===== src/hdl/itp_pkg.sv =====
// Shared types, character codes and digit decoding for the integer text parser.
`default_nettype none

package itp_pkg;

    localparam int IN_TDATA_W   = 8;
    localparam int OUT_TDATA_W  = 88;
    localparam int BASE_W       = 6;
    localparam int VALUE_W      = 64;
    localparam int CONSUMED_W   = 16;

    localparam logic [7:0] CH_SPACE = 8'h20;
    localparam logic [7:0] CH_TAB   = 8'h09;
    localparam logic [7:0] CH_LF    = 8'h0A;
    localparam logic [7:0] CH_CR    = 8'h0D;
    localparam logic [7:0] CH_FF    = 8'h0C;
    localparam logic [7:0] CH_VT    = 8'h0B;
    localparam logic [7:0] CH_PLUS  = 8'h2B;
    localparam logic [7:0] CH_MINUS = 8'h2D;
    localparam logic [7:0] CH_ZERO  = 8'h30;
    localparam logic [7:0] CH_NINE  = 8'h39;
    localparam logic [7:0] CH_LC_A  = 8'h61;
    localparam logic [7:0] CH_LC_Z  = 8'h7A;
    localparam logic [7:0] CH_UC_A  = 8'h41;
    localparam logic [7:0] CH_UC_Z  = 8'h5A;
    localparam logic [7:0] CH_LC_X  = 8'h78;
    localparam logic [7:0] CH_UC_X  = 8'h58;

    localparam logic [BASE_W-1:0] BASE_AUTO = 6'd0;
    localparam logic [BASE_W-1:0] BASE_MIN  = 6'd2;
    localparam logic [BASE_W-1:0] BASE_OCT  = 6'd8;
    localparam logic [BASE_W-1:0] BASE_DEC  = 6'd10;
    localparam logic [BASE_W-1:0] BASE_HEX  = 6'd16;
    localparam logic [BASE_W-1:0] BASE_MAX  = 6'd36;
    localparam logic [BASE_W-1:0] NO_DIGIT  = 6'h3F;

    typedef enum logic [5:0] {
        PH_SKIP     = 6'b000001,
        PH_PREFIX   = 6'b000010,
        PH_ZERO     = 6'b000100,
        PH_HEXFIRST = 6'b001000,
        PH_DIGITS   = 6'b010000,
        PH_DONE     = 6'b100000
    } phase_t;

    typedef struct packed {
        phase_t               phase;
        logic [BASE_W-1:0]    base;
        logic [VALUE_W-1:0]   acc;
        logic                 neg;
        logic                 seen;
    } parse_state_t;

    typedef struct packed {
        logic                   done;
        logic [VALUE_W-1:0]     value;
        logic                   negative;
        logic                   any_digits;
        logic [CONSUMED_W-1:0]  consumed;
    } parse_result_t;

    // Value of an alphanumeric character; NO_DIGIT for anything else.
    function automatic logic [BASE_W-1:0] digit_value(input logic [7:0] c);
        logic [7:0] d;
        d = 8'hFF;
        if (c >= CH_ZERO && c <= CH_NINE)
        begin
            d = c - CH_ZERO;
        end
        else if (c >= CH_LC_A && c <= CH_LC_Z)
        begin
            d = c - CH_LC_A + 8'd10;
        end
        else if (c >= CH_UC_A && c <= CH_UC_Z)
        begin
            d = c - CH_UC_A + 8'd10;
        end
        return (d == 8'hFF) ? NO_DIGIT : d[BASE_W-1:0];
    endfunction

    function automatic logic is_space(input logic [7:0] c);
        return (c == CH_SPACE) || (c == CH_TAB) || (c == CH_LF) ||
               (c == CH_CR) || (c == CH_FF) || (c == CH_VT);
    endfunction

endpackage

`default_nettype wire


===== src/hdl/integer_text_parser_core.sv =====
// Top level of the streaming integer text parser.
//
//  channel   dir  handshake          payload
//  s_*       in   s_tvalid/s_tready  tdata = ch[7:0]; tuser = first
//  m_*       out  m_tvalid/m_tready  tdata = value, negative, any_digits, consumed;
//                                    tuser = done_res
//  cfg_*     in   cfg_wr_en          cfg_wr_data = base_mode[5:0]
//
// Each request yields exactly one result, passed from the input register to the result register.
// A new request is taken every cycle while m_tready is high; the 64x6 multiply-add of the
// accumulator sits between the input register and the result register.
// Reset clears the parse state and sets the base register to ten.
// When the result register is held by m_tready low, the input register
// fills and s_tready drops until the result is taken.
`default_nettype none

module integer_text_parser_core
    import itp_pkg::*;
#(
    parameter int COUNT_WIDTH = 16
)
(
    input  wire                     clk,
    input  wire                     rst_n,
    input  wire                     s_tvalid,
    output logic                    s_tready,
    input  wire  [IN_TDATA_W-1:0]   s_tdata,   // [7:0] ch
    input  wire                     s_tuser,   // [0] first
    output logic                    m_tvalid,
    input  wire                     m_tready,
    // [63:0] value, [64] negative, [65] any_digits, [81:66] consumed, [87:82] zero
    output logic [OUT_TDATA_W-1:0]  m_tdata,
    output logic                    m_tuser,   // [0] done_res
    input  wire                     cfg_wr_en,
    input  wire  [BASE_W-1:0]       cfg_wr_data
);

    logic                   in_vld_reg;
    logic [7:0]             in_ch_reg;
    logic                   in_first_reg;
    logic                   out_vld_reg;
    parse_result_t          out_res_reg;
    parse_state_t           st_reg;
    parse_state_t           st_next;
    logic [COUNT_WIDTH-1:0] pos_reg;
    logic [COUNT_WIDTH-1:0] pos_next;
    logic [BASE_W-1:0]      base_mode_reg;
    parse_result_t          res_next;
    logic                   proc;

    assign proc     = in_vld_reg && (!out_vld_reg || m_tready);
    assign s_tready = !in_vld_reg || proc;

    itp_step #(
        .COUNT_WIDTH (COUNT_WIDTH)
    ) u_step (
        .st        (st_reg),
        .pos       (pos_reg),
        .base_mode (base_mode_reg),
        .ch        (in_ch_reg),
        .first     (in_first_reg),
        .st_next   (st_next),
        .pos_next  (pos_next),
        .res       (res_next)
    );

    always_ff @(posedge clk or negedge rst_n)
    begin
        if (!rst_n)
        begin
            in_vld_reg    <= 1'b0;
            out_vld_reg   <= 1'b0;
            base_mode_reg <= BASE_DEC;
            st_reg.phase  <= PH_SKIP;
            st_reg.base   <= BASE_AUTO;
            st_reg.acc    <= '0;
            st_reg.neg    <= 1'b0;
            st_reg.seen   <= 1'b0;
            pos_reg       <= '0;
        end
        else
        begin
            if (cfg_wr_en)
            begin
                base_mode_reg <= cfg_wr_data;
            end
            if (s_tvalid && s_tready)
            begin
                in_vld_reg <= 1'b1;
            end
            else if (proc)
            begin
                in_vld_reg <= 1'b0;
            end
            if (proc)
            begin
                out_vld_reg <= 1'b1;
                st_reg      <= st_next;
                pos_reg     <= pos_next;
            end
            else if (m_tready)
            begin
                out_vld_reg <= 1'b0;
            end
        end
    end

    always_ff @(posedge clk)
    begin
        if (s_tvalid && s_tready)
        begin
            in_ch_reg    <= s_tdata;
            in_first_reg <= s_tuser;
        end
        if (proc)
        begin
            out_res_reg <= res_next;
        end
    end

    assign m_tvalid = out_vld_reg;
    assign m_tuser  = out_res_reg.done;
    assign m_tdata  = {6'b0, out_res_reg.consumed, out_res_reg.any_digits,
                       out_res_reg.negative, out_res_reg.value};

endmodule

`default_nettype wire


===== src/hdl/itp_step.sv =====
// Next-state and result logic for one character of the parse.
`default_nettype none

module itp_step
    import itp_pkg::*;
#(
    parameter int COUNT_WIDTH = 16
)
(
    input  var parse_state_t          st,
    input  wire  [COUNT_WIDTH-1:0]    pos,
    input  wire  [BASE_W-1:0]         base_mode,
    input  wire  [7:0]                ch,
    input  wire                       first,
    output parse_state_t              st_next,
    output logic [COUNT_WIDTH-1:0]    pos_next,
    output parse_result_t             res
);

    parse_state_t           s;
    logic [COUNT_WIDTH-1:0] p;
    logic [COUNT_WIDTH-1:0] p_inc;
    logic [COUNT_WIDTH-1:0] fin_cnt;
    logic [31:0]            cnt_wide;
    logic [BASE_W-1:0]      dval;
    logic [BASE_W-1:0]      base_eff;
    logic                   pre;
    logic                   zer;
    logic                   go_digits;
    logic                   digit_ok;
    logic                   fin;

    assign dval = digit_value(ch);

    always_comb
    begin
        s = st;
        p = pos;
        // A new string restarts the parse and latches the base register.
        if (first)
        begin
            s.phase = PH_SKIP;
            s.base  = base_mode;
            s.acc   = '0;
            s.neg   = 1'b0;
            s.seen  = 1'b0;
            p       = '0;
        end
        p_inc     = (p == '1) ? p : p + 1'b1;
        st_next   = s;
        pos_next  = p;
        pre       = 1'b0;
        zer       = 1'b0;
        go_digits = 1'b0;
        digit_ok  = 1'b0;
        fin       = 1'b0;
        fin_cnt   = '0;
        base_eff  = s.base;

        unique case (s.phase)
            PH_SKIP:
            begin
                if (is_space(ch))
                begin
                    pos_next = p_inc;
                end
                else if (ch == CH_PLUS || ch == CH_MINUS)
                begin
                    st_next.neg   = (ch == CH_MINUS);
                    st_next.phase = PH_PREFIX;
                    pos_next      = p_inc;
                end
                else
                begin
                    pre = 1'b1;
                end
            end
            PH_PREFIX:   pre = 1'b1;
            PH_ZERO:     zer = 1'b1;
            PH_HEXFIRST:
            begin
                if (dval < BASE_HEX)
                begin
                    go_digits = 1'b1;
                end
                else
                begin
                    // Only the held zero counts: the number ends before the x.
                    fin     = 1'b1;
                    fin_cnt = (p != '0) ? p - 1'b1 : '0;
                end
            end
            PH_DIGITS:   go_digits = 1'b1;
            PH_DONE:     ;
            default:     ;
        endcase

        if (pre)
        begin
            if ((s.base == BASE_AUTO || s.base == BASE_HEX) && ch == CH_ZERO)
            begin
                st_next.acc   = '0;
                st_next.seen  = 1'b1;
                st_next.phase = PH_ZERO;
                pos_next      = p_inc;
            end
            else
            begin
                base_eff  = (s.base == BASE_AUTO) ? BASE_DEC : s.base;
                go_digits = 1'b1;
            end
        end

        if (zer)
        begin
            if (ch == CH_LC_X || ch == CH_UC_X)
            begin
                st_next.base  = BASE_HEX;
                st_next.phase = PH_HEXFIRST;
                pos_next      = p_inc;
            end
            else
            begin
                base_eff  = (s.base == BASE_AUTO) ? BASE_OCT : s.base;
                go_digits = 1'b1;
            end
        end

        if (go_digits)
        begin
            st_next.base  = base_eff;
            st_next.phase = PH_DIGITS;
            digit_ok = (base_eff >= BASE_MIN) && (base_eff <= BASE_MAX) && (dval < base_eff);
            if (digit_ok)
            begin
                st_next.acc  = s.acc * VALUE_W'(base_eff) + VALUE_W'(dval);
                st_next.seen = 1'b1;
                pos_next     = p_inc;
            end
            else
            begin
                fin     = 1'b1;
                fin_cnt = s.seen ? p : '0;
            end
        end

        cnt_wide = 32'(fin_cnt);
        res      = '0;
        if (fin)
        begin
            st_next.phase  = PH_DONE;
            res.done       = 1'b1;
            res.value      = s.neg ? (VALUE_W'(0) - s.acc) : s.acc;
            res.negative   = s.neg;
            res.any_digits = s.seen;
            res.consumed   = cnt_wide[CONSUMED_W-1:0];
        end
    end

endmodule

`default_nettype wire


===== config.mk =====
export PLATFORM = sky130hd
export DESIGN_NAME = integer_text_parser_core
export DESIGN_NICKNAME = d
export VERILOG_FILES = /design/src/hdl/itp_pkg.sv /design/src/hdl/integer_text_parser_core.sv /design/src/hdl/itp_step.sv
export SDC_FILE = /design/constraint.sdc
export NUM_CORES = 1
export LEC_CHECK = 0
export ABC_AREA = 1
export BUFFER_PORTS_ARGS = -buffer_cell sky130_fd_sc_hd__buf_4
export CORE_MARGIN = 4
export CORE_UTILIZATION = 45
export DETAILED_ROUTE_END_ITERATION = 12
export REMOVE_ABC_BUFFERS = 1
export SLEW_MARGIN = 15
export SYNTH_ARGS = -nofsm -noshare
export SYNTH_HDL_FRONTEND = slang
export SYNTH_SLANG_ARGS = --single-unit

===== constraint.sdc =====
create_clock -name clk -period 7.9 [get_ports clk]
set_input_delay 0.395 -clock clk [delete_from_list [all_inputs] [get_ports clk]]
set_output_delay 0.395 -clock clk [all_outputs]
set_load 0.05 [all_outputs]

==> results.py, run 1 <==
metrics = {
    "critical_path": {
        "critPathLaunchType": "flop",
        "crit_fanout": 31,
        "cp-end-kind": "flop",
        "slowest_stage": "a21oi_1",
        "rr_worst_depth": 33,
        "max_stage_delay_ps": 620,
        "r2r-start": "in_first_reg",
        "cp_common_cell": "nand2_1",
        "arrival_ps": 7840,
        "crit_required_ps": 8360,
        "r2r_slack_ps": 520,
        "regToRegEndpoint": "st_reg[39]",
        "critPathKind": "flop to flop",
    },
    "global_routing": {
        "grt_pass1_wl_um": 139000,
        "grt_usage_pct": 30.2,
        "overflow": 0,
        "grt_pass1_vias": 24200,
        "grt_antenna_before_repair": 0,
        "grt_max_degree": 142,
    },
    "routing": {
        "drc": 0,
        "via_per_inst": 5.67,
        "firstDrtPassIters": 6,
        "avgRoutedWirePerCell_um": 21.2,
        "ant_nets": 0,
        "vias": 23800,
        "wl_um": 89000,
        "drt-initial-drc-count": 2291,
    },
    "clock_tree": {
        "cts_resized": 0,
        "clockRootBuffer": "clkbuf_16",
        "ctsHoldBuffers": 1,
        "ctsLongestPathBuffers": 2,
        "cts_setup_buffers": 0,
        "cts_tree": "built",
        "clock-sinks": 194,
        "path_clk_slew_ps": 90,
        "cts_buffers": 17,
        "clk_latency_ps": 530,
        "h-tree-depth": 4,
    },
    "power": {
        "switching_share_pct": 57.3,
        "pwr-share-seq_pct": 17.7,
        "intPower_mw": 3.70,
        "pwr-share-clk_pct": 11.2,
        "total_leakage_power_nw": 13.3,
        "p_sw_mw": 4.97,
        "powerDensity_nw_per_um2": 325,
        "pwr-share-comb_pct": 71.1,
        "ir_drop_v": 0.000327,
    },
    "synth": {
        "ys_async_sr_fraction_pct": 52.6,
        "synthCells": 3451,
        "syn_area_um2": 24800,
        "synth_area_per_cell_um2": 7.18,
        "synth-edff-count": 92,
        "synth.ff_latch_count": 194,
        "yosysWarnings": 0,
        "seq_area_frac_synth_pct": 21.5,
        "synth_flop_cell": "dfrtp_1",
        "synth_cell_types": 61,
    },
    "sta": {
        "skew_ps": 17.2,
        "fin_tns_setup_ps": 0,
        "hold_viol": 0,
        "slew_violations": 0,
        "slew_headroom_pct": 28.6,
        "layout_min_cycle_time_ps": 7380,
        "worstMarginPinSlew_ps": 1070,
        "rsz0062_at_grt": "no",
        "finalSetupViolations": 0,
        "fin_crit_sh_pct": 93.4,
        "fmax_ghz": 0.136,
    },
    "cells_and_area": {
        "largest_register_ffs": 82,
        "layout_commonest_cell": "nand2_1",
        "final_cell_mix": "nand2_1 (734), nor2_1 (714), inv_1 (425)",
        "area_growth_syn_to_layout_pct": 7.58,
        "diodes": 0,
        "nets": 3893,
        "drive_gt1_share_pct": 7.14,
        "finalNonFillerCells": 4195,
    },
    "job": {
        "maxCapViolCount": 0,
    },
    "floorplanning": {
        "die_area_um2": 58900,
        "die_y_um": 243,
        "start_util_pct": 45.8,
        "ios": 111,
        "die_x_um": 243,
        "core-area_um2": 54100,
        "rows": 85,
    },
    "min_path": {
        "min_path_type": "input pin to flop",
        "hold_depth": 1,
        "min_to": "in_ch_reg[4]",
        "min_from": "s_tdata[4]",
    },
    "placement": {
        "dp.cells": 4162,
        "dp_hpwl_um": 68200,
        "place.gp.congestion": 1.01,
        "io_buffers": 104,
    },
    "status": {
        "status": "complete, no violations",
    },
}
==> area by class of cell <==
type | instances | area (um2)
clock buffer | 20 | 479
clock inverter | 12 | 134
fill | 5499 | 27500
inverter | 444 | 1670
multi-input combinational | 2702 | 17200
sequential | 194 | 5320
tap | 696 | 871
timing repair buffer | 127 | 968
==> cell families (layout without fill, tap and decap cells) <==
kind of cell	Yosys count	count (layout)	synth area share [%]
AND/OR/NAND/NOR	1845	1845	31.1
buffers and inverters	560	603	9.20
AO/OA/AOI/OAI	407	407	9.34
adder cells (fa/ha/maj)	387	387	26.8
flip-flops	194	194	21.5
XOR/XNOR	53	53	1.87
multiplexers	4	4	0.182
other	1	6	0.0151
==> synth_stat cells, types with 11 or more instances <==
| library cell | n | area (um2) |
|---|---|---|
| nor3_1 | 40 | 200 |
| o21ai_1 | 39 | 195 |
| clkbuf_1 | 50 | 188 |
| a21oi_1 | 150 | 751 |
| dfrtp_1 | 99 | 2480 |
| xor2_1 | 21 | 184 |
| inv_1 | 430 | 1610 |
| xnor2_1 | 32 | 280 |
| or2_2 | 20 | 125 |
| nand4_1 | 50 | 313 |
| nor2_1 | 714 | 2680 |
| nor4_1 | 21 | 131 |
| nand2_1 | 736 | 2760 |
| buf_2 | 20 | 100 |
| ha_1 | 147 | 1840 |
| o31ai_1 | 16 | 120 |
| a211oi_1 | 16 | 120 |
| buf_4 | 11 | 82.6 |
| nand3_1 | 214 | 1070 |
| buf_1 | 20 | 75.1 |
| o21ai_0 | 121 | 606 |
| edfxtp_1 | 92 | 2760 |
| fa_1 | 240 | 4800 |
| buf_6 | 15 | 169 |
==> power groups by stage <==
| stage | Sequential (mW) | Combinational [mW] | Clock [mW] |
|---|---|---|---|
| 2_1_floorplan | 1.82 | 3.88 | 0 |
| 3_3_place_gp | 1.54 | 6.02 | 0 |
| 3_5_place_dp | 1.55 | 6.05 | 0 |
| 4_1_cts | 1.53 | 6.11 | 0.994 |
| 5_1_grt | 1.56 | 6.80 | 1.03 |
| 6_report | 1.53 | 6.17 | 0.975 |
==> worst max path at each step <==
stage	cells past startpoint	slack [ps]	end	from
final	33	520	st_reg[39]	in_first_reg
after global routing	33	60	st_reg[39]	in_first_reg
after CTS	26	600	st_reg[39]	in_first_reg
after detailed placement	26	640	st_reg[39]	in_first_reg
after global placement	26	740	st_reg[39]	in_first_reg
after floorplan	28	270	st_reg[36]	in_first_reg
==> through the flow <==
step                util (%)  setup WS (ps)  cell area (um2)  hold slack [ps]  power, mW
finish                  49.3            522            26700             44.3       8.67
global route            49.3           62.7            26700             28.9       9.38
CTS                     49.3            597            26700             18.1       8.63
detailed placement      48.1            638            26000              466       7.60
global placement        48.1            738            26000              464       7.56
floorplan                  -            274            24200             99.4       5.70
==> worst max-delay path, delay by kind of cell (launching register included) <==
| kind | cells | cell delay [ps] |
|---|---|---|
| buf+inv | 6 | 1180 |
| simple gates | 18 | 2260 |
| compound gates | 4 | 1260 |
| fa+ha+maj | 5 | 1970 |
| flops | 1 | 600 |
==> per-layer routing <==
layer | part of all wire (%) | vias to the layer above | global-route usage (%) | wire length [um]
li1 | - | 11100 | - | -
met3 | 7.1 | 180 | 5.85 | 6350
met2 | 47 | 1012 | 50.1 | 42000
met1 | 42 | 11500 | 39.6 | 37400
met4 | 3.6 | 0 | 10.5 | 3160
met5 | 0 | - | 0 | 0
(Power assumes the default switching activity.)
==> run 2, diff against run 1 <==
--- a/config.mk
+++ b/config.mk
@@ -5,9 +5,8 @@
 export SDC_FILE = /design/constraint.sdc
 export NUM_CORES = 1
 export LEC_CHECK = 0
-export ABC_AREA = 1
 export BUFFER_PORTS_ARGS = -buffer_cell sky130_fd_sc_hd__buf_4
-export CORE_MARGIN = 4
+export CORE_MARGIN = 2
 export CORE_UTILIZATION = 45
 export DETAILED_ROUTE_END_ITERATION = 12
 export REMOVE_ABC_BUFFERS = 1
==> run 2 against run 1 <==
Against the previous run:
- flip-flop and latch count is the same
- clock power shrank 5.6%
- die area shrank 13%
- first-iteration DRC count shrank 31%
- global-route usage shrank 4.0 points
- count of clock-buffer cells in the layout shrank 1
- largest cell class unchanged
- cell area shrank 9.0%
- setup slack lost 120 ps
- critical endpoint is now st_reg[65]
- register-to-register slack lost 120 ps
==> results.py, run 2 <==
metrics = {
    "sta": {
        "hold_slack_ps": 59.3,
        "worstMarginPinSlew_ps": 1110,
        "rsz0062_at_grt": "no",
        "finalSetupViolations": 0,
        "fmax_ghz": 0.133,
        "slew_violations": 0,
        "fin_crit_sh_pct": 94.9,
        "skew_ps": 18.7,
        "hold_viol": 0,
        "slew_headroom_pct": 25.7,
        "layout_min_cycle_time_ps": 7500,
    },
    "critical_path": {
        "crit_fanout": 23,
        "critPathLaunchType": "flop",
        "critPathKind": "flop to flop",
        "crit_required_ps": 8330,
        "cp-end-kind": "flop",
        "max_stage_delay_ps": 540,
        "arrival_ps": 7930,
        "slowest_stage": "fa_1",
    },
    "clock_tree": {
        "ctsLongestPathBuffers": 2,
        "h-tree-depth": 4,
        "path_clk_slew_ps": 80,
        "cts_tree": "built",
        "clockRootBuffer": "clkbuf_16",
        "clk_latency_ps": 520,
        "cts_buffers": 17,
        "clock-sinks": 194,
    },
    "power": {
        "ir_drop_v": 0.000100,
        "total_leakage_power_nw": 11.9,
        "powerDensity_nw_per_um2": 146,
        "p_total_mw": 3.55,
    },
    "routing": {
        "firstDrtPassIters": 5,
        "ant_nets": 0,
        "via_per_inst": 5.80,
        "vias": 17800,
        "drt-initial-drc-count": 1581,
        "drc": 0,
        "wl_um": 63900,
        "avgRoutedWirePerCell_um": 20.9,
    },
    "global_routing": {
        "grt_antenna_before_repair": 0,
        "overflow": 0,
        "grt_max_degree": 83,
        "grt_usage_pct": 26.2,
        "grt_pass1_wl_um": 103000,
        "grt_pass1_vias": 18200,
    },
    "floorplanning": {
        "core-area_um2": 49000,
        "ios": 111,
        "start_util_pct": 45.6,
        "die_area_um2": 51400,
        "rows": 81,
        "die_x_um": 227,
        "die_y_um": 227,
    },
    "cells_and_area": {
        "largest_register_ffs": 82,
        "drive_gt1_share_pct": 9.47,
        "layout_commonest_cell": "and2_1",
        "final_cell_mix": "and2_1 (265), fa_1 (240), nor2_1 (187)",
        "area_growth_syn_to_layout_pct": 8.65,
        "nets": 2790,
    },
    "synth": {
        "synthCells": 2385,
        "synth_area_per_cell_um2": 9.37,
        "synth.top_cell.area_share_pct": 21.5,
        "synthTopCellsByArea": "fa_1 (22%), edfxtp_1 (12%), dfrtp_1 (11%)",
        "synth_most_common_cell": "and2_1",
        "ys_async_sr_fraction_pct": 52.6,
        "syn_area_um2": 22300,
        "seq_area_frac_synth_pct": 23.8,
        "synth-edff-count": 92,
        "synth_flop_cell": "dfrtp_1",
        "yosysWarnings": 0,
        "synth.ff_latch_count": 194,
        "ys_top_cells_by_count": "and2_1 (265), fa_1 (240), nor2_1 (190)",
        "yosys.area.top_type": "fa_1",
        "synth_cell_types": 80,
    },
    "placement": {
        "place.gp.congestion": 0.963,
        "dp_hpwl_um": 46600,
        "io_buffers": 104,
    },
    "status": {
        "status": "complete, no violations",
    },
    "job": {
        "maxCapViolCount": 0,
    },
    "min_path": {
        "min_path_type": "input pin to flop",
    },
}
==> run 2: cell types whose count changed after synthesis, moves of 34 or more <==
cell	before	now
inv_1	430	93
a22o_1	0	62
nor2b_1	0	39
xor2_1	21	91
a21o_1	9	43
and3_1	4	52
nor2_1	714	190
a21oi_1	150	99
o21ai_1	39	1
clkbuf_1	50	145
nand3_1	214	34
nand2_1	736	171
and2_1	1	265
==> run 2: cell type report <==
cell class,instances,area [um2]
clock inverters,13,143
diodes,1,2.50
well taps,664,831
flip-flops and latches,194,5320
inverters,94,355
clock buffers,19,443
fillers,4609,24700
repair buffers,151,1150
multi-input cells,1925,16000
==> run 2: logic make-up after synthesis <==
kind of cell | Yosys count | synth area share (%)
AO/OA/AOI/OAI | 479 | 14.3
XOR/XNOR | 137 | 5.37
AND/OR/NAND/NOR | 899 | 21.3
buffers and inverters | 271 | 4.70
other | 1 | 0.0168
adder cells (fa/ha/maj) | 387 | 29.7
flip-flops | 194 | 23.8
multiplexers | 17 | 0.834
==> run 2: per-stage QoR <==
step,setup TNS [ps],setup slack [ps],std cells,util [%],instance area [um2]
global placement,-50.9,-50.9,3024,48.3,23600
detailed placement,-203,-203,3024,48.3,23600
CTS,0,4.82,3057,49.5,24200
finish,0,402,3061,49.6,24300
global route,0,66.6,3060,49.6,24300
floorplan,-76220,-1790,2213,-,21700
==> run 2: worst max-delay path: cells and delay by family, from the launching register on <==
| kind | cells | cell delay, ps |
|---|---|---|
| AO/OA/AOI/OAI | 8 | 1820 |
| adder cells (fa/ha/maj) | 6 | 2350 |
| buffers and inverters | 5 | 660 |
| flip-flops | 1 | 450 |
| multiplexers | 2 | 650 |
| AND/OR/NAND/NOR | 7 | 1490 |
==> run 2: path summary, 6_finish.rpt <==
kind / from / end / slack, ps / cells past startpoint
min in group asynchronous: rst_n / pos_reg[12] / 410 / 2
max: in_ch_reg[1] / st_reg[65] / 400 / 28
min: s_tdata[4] / in_ch_reg[4] / 60 / 1
max reg2reg: in_ch_reg[1] / st_reg[65] / 400 / 28
max in group asynchronous: rst_n / st_reg[1] / 6030 / 3
min reg2reg: in_vld_reg / m_tvalid / 500 / 1
==> run 2: per-layer routing <==
layer | wire length, um | vias up | global-route usage (%)
met1 | 29200 | 8934 | 37.1
met4 | 1490 | 0 | 8.36
met2 | 29200 | 578 | 40.2
met3 | 4060 | 82 | 5.27
met5 | 0 | - | 0
li1 | - | 8170 | -
==> run 2: report_power, final <==
part | switching (mW) | internal [mW] | leakage (nW)
sequential | 0.121 | 1.15 | 2.28
combinational | 0.912 | 0.445 | 9.30
clock | 0.466 | 0.454 | 0.281
==> run 2: repair_timing <==
action | in CTS | in global routing
endpoints found under the setup margin | 1 | 8
resized for setup | 1 | 5
hold buffers | 1 | 0
buffers inserted | 0 | 3
hold endpoints to repair | 39 | 0
==> run 3, diff against run 2 <==
--- a/config.mk
+++ b/config.mk
@@ -6,7 +6,7 @@
 export NUM_CORES = 1
 export LEC_CHECK = 0
 export BUFFER_PORTS_ARGS = -buffer_cell sky130_fd_sc_hd__buf_4
-export CORE_MARGIN = 2
+export CORE_MARGIN = 5
 export CORE_UTILIZATION = 45
 export DETAILED_ROUTE_END_ITERATION = 12
 export REMOVE_ABC_BUFFERS = 1
==> constraint.sdc (replaced) <==
create_clock -name clk -period 8.7 [get_ports clk]
set_input_delay 0.435 -clock clk [delete_from_list [all_inputs] [get_ports clk]]
set_output_delay 0.435 -clock clk [all_outputs]
set_load 0.05 [all_outputs]
==> run 3 against run 2 <==
Against the previous run:
- setup slack better by 150 ps
- routed wire length up 0.37%
- flip-flop and latch count unchanged
- highest routed layer unchanged
- fmax down 8.0%
- global-route usage down 2.0 points
- largest power group unchanged
- register-to-register slack better by 150 ps
==> results.py, run 3 (synthesized netlist as in run 2, its figures left out) <==
metrics = {
    "floorplanning": {
        "start_util_pct": 45.5,
        "ios": 111,
        "die_area_um2": 54200,
        "rows": 81,
        "die_y_um": 233,
        "die_x_um": 233,
        "core-area_um2": 49100,
    },
    "cells_and_area": {
        "final_cell_mix": "and2_1 (265), fa_1 (240), nor2_1 (187)",
        "layout_commonest_cell": "and2_1",
        "diodes": 0,
        "area_growth_syn_to_layout_pct": 8.10,
        "nets": 2777,
        "regArea_um2": 5320,
        "fillCellCount": 4657,
        "multi_input_area_um2": 16000,
        "final_core_util_pct": 49.2,
        "largest_register_ffs": 82,
        "drive_gt1_share_pct": 8.94,
    },
    "routing": {
        "wl_um": 64100,
        "drt-initial-drc-count": 1575,
        "avgRoutedWirePerCell_um": 21.1,
        "firstDrtPassIters": 5,
        "ant_nets": 0,
        "via_per_inst": 5.85,
        "drc": 0,
        "vias": 17800,
    },
    "clock_tree": {
        "clk_latency_ps": 520,
        "cts_buffers": 17,
        "clock-sinks": 194,
        "cts_setup_buffers": 0,
        "ctsLongestPathBuffers": 2,
        "ctsHoldBuffers": 0,
        "path_clk_slew_ps": 90,
        "h-tree-depth": 4,
        "cts_tree": "built",
        "cts_resized": 0,
        "clockRootBuffer": "clkbuf_16",
    },
    "sta": {
        "hold_viol": 0,
        "fin_crit_sh_pct": 93.7,
        "layout_min_cycle_time_ps": 8150,
        "skew_ps": 20.9,
        "fin_ws_ps": 552,
        "finalSetupViolations": 0,
        "fmax_ghz": 0.123,
        "slew_violations": 0,
        "rsz0062_at_grt": "no",
        "slew_headroom_pct": 30.4,
        "worstMarginPinSlew_ps": 1040,
    },
    "critical_path": {
        "critPathKind": "flop to flop",
        "critPathLaunchType": "flop",
        "cp-end-kind": "flop",
        "crit_fanout": 22,
        "slowest_stage": "fa_1",
        "max_stage_delay_ps": 510,
        "arrival_ps": 8590,
        "crit_required_ps": 9140,
    },
    "power": {
        "p_total_mw": 3.21,
        "pwr-share-comb_pct": 37.8,
        "switching_share_pct": 42.6,
        "intPower_mw": 1.84,
        "pwr-share-clk_pct": 26.3,
        "powerDensity_nw_per_um2": 133,
        "total_leakage_power_nw": 11.8,
        "p_sw_mw": 1.37,
        "pwr-share-seq_pct": 35.9,
        "ir_drop_v": 0.000121,
    },
    "job": {
        "maxCapViolCount": 0,
    },
    "global_routing": {
        "grt_max_degree": 77,
        "grt_usage_pct": 24.2,
        "grt_antenna_before_repair": 2,
        "overflow": 0,
        "grt_pass1_vias": 18100,
        "grt_pass1_wl_um": 103000,
    },
    "status": {
        "status": "complete, no violations",
    },
    "placement": {
        "post-place-ws_ps": 588,
        "dp_hpwl_um": 47200,
        "io_buffers": 104,
        "place.gp.congestion": 0.910,
    },
    "min_path": {
        "min_path_type": "input pin to asynchronous set/reset pin",
    },
}
[run 3: metrics by stage]
stage	cell area, um2	hold slack, ps	setup TNS, ps	cells
after floorplan	21700	139	-24550	2213
after global placement	23600	476	0	3015
after detailed placement	23600	504	0	3015
after CTS	24200	68.6	0	3047
after global routing	24200	69.2	0	3047
final	24200	52.0	0	3047
[run 3: path summary, 6_finish.rpt]
check / start / endpoint / slack [ps] / cells after the start
min in group clk: s_tdata[7] / in_ch_reg[7] / 110 / 1
worst min-delay path: rst_n / pos_reg[12] / 50 / 1
worst min register to register: in_vld_reg / m_tvalid / 510 / 1
max in group asynchronous: rst_n / st_reg[1] / 7390 / 2
worst max register to register: in_ch_reg[1] / st_reg[65] / 550 / 25
worst max-delay path: in_ch_reg[1] / st_reg[65] / 550 / 25
[run 3: routing by layer]
layer	vias to the layer above	share of wire, %	global-route usage, %
li1	8169	-	-
met2	574	46	38.4
met3	64	6.5	5.31
met1	9023	45	34.0
met4	0	2.0	6.06
met5	-	0	0
[run 3: final cells by class]
class,instances,share of cell area (%)
flip-flops and latches,194,22.0
repair buffers,138,4.29
well taps,664,3.44
clock inverters,13,0.663
inverters,94,1.47
clock buffers,19,1.79
multi-input cells,1925,66.3
[run 3: power by group through the flow]
| stage | registers, mW | clock network [mW] | logic, mW |
|---|---|---|---|
| after floorplan | 1.24 | 0 | 0.679 |
| after global placement | 1.17 | 0 | 1.19 |
| after detailed placement | 1.17 | 0 | 1.20 |
| after CTS | 1.15 | 0.869 | 1.21 |
| after global routing | 1.16 | 0.907 | 1.32 |
| final | 1.15 | 0.846 | 1.21 |
[run 3: critical path: cells and delay by family (launching register included)]
| family | cells | cell delay, ps |
|---|---|---|
| buffers and inverters | 3 | 700 |
| adders and majority gates | 6 | 2410 |
| AOI/OAI and AO/OA | 7 | 1990 |
| DFF | 1 | 500 |
| muxes | 2 | 660 |
| and+or+nand+nor | 7 | 1810 |
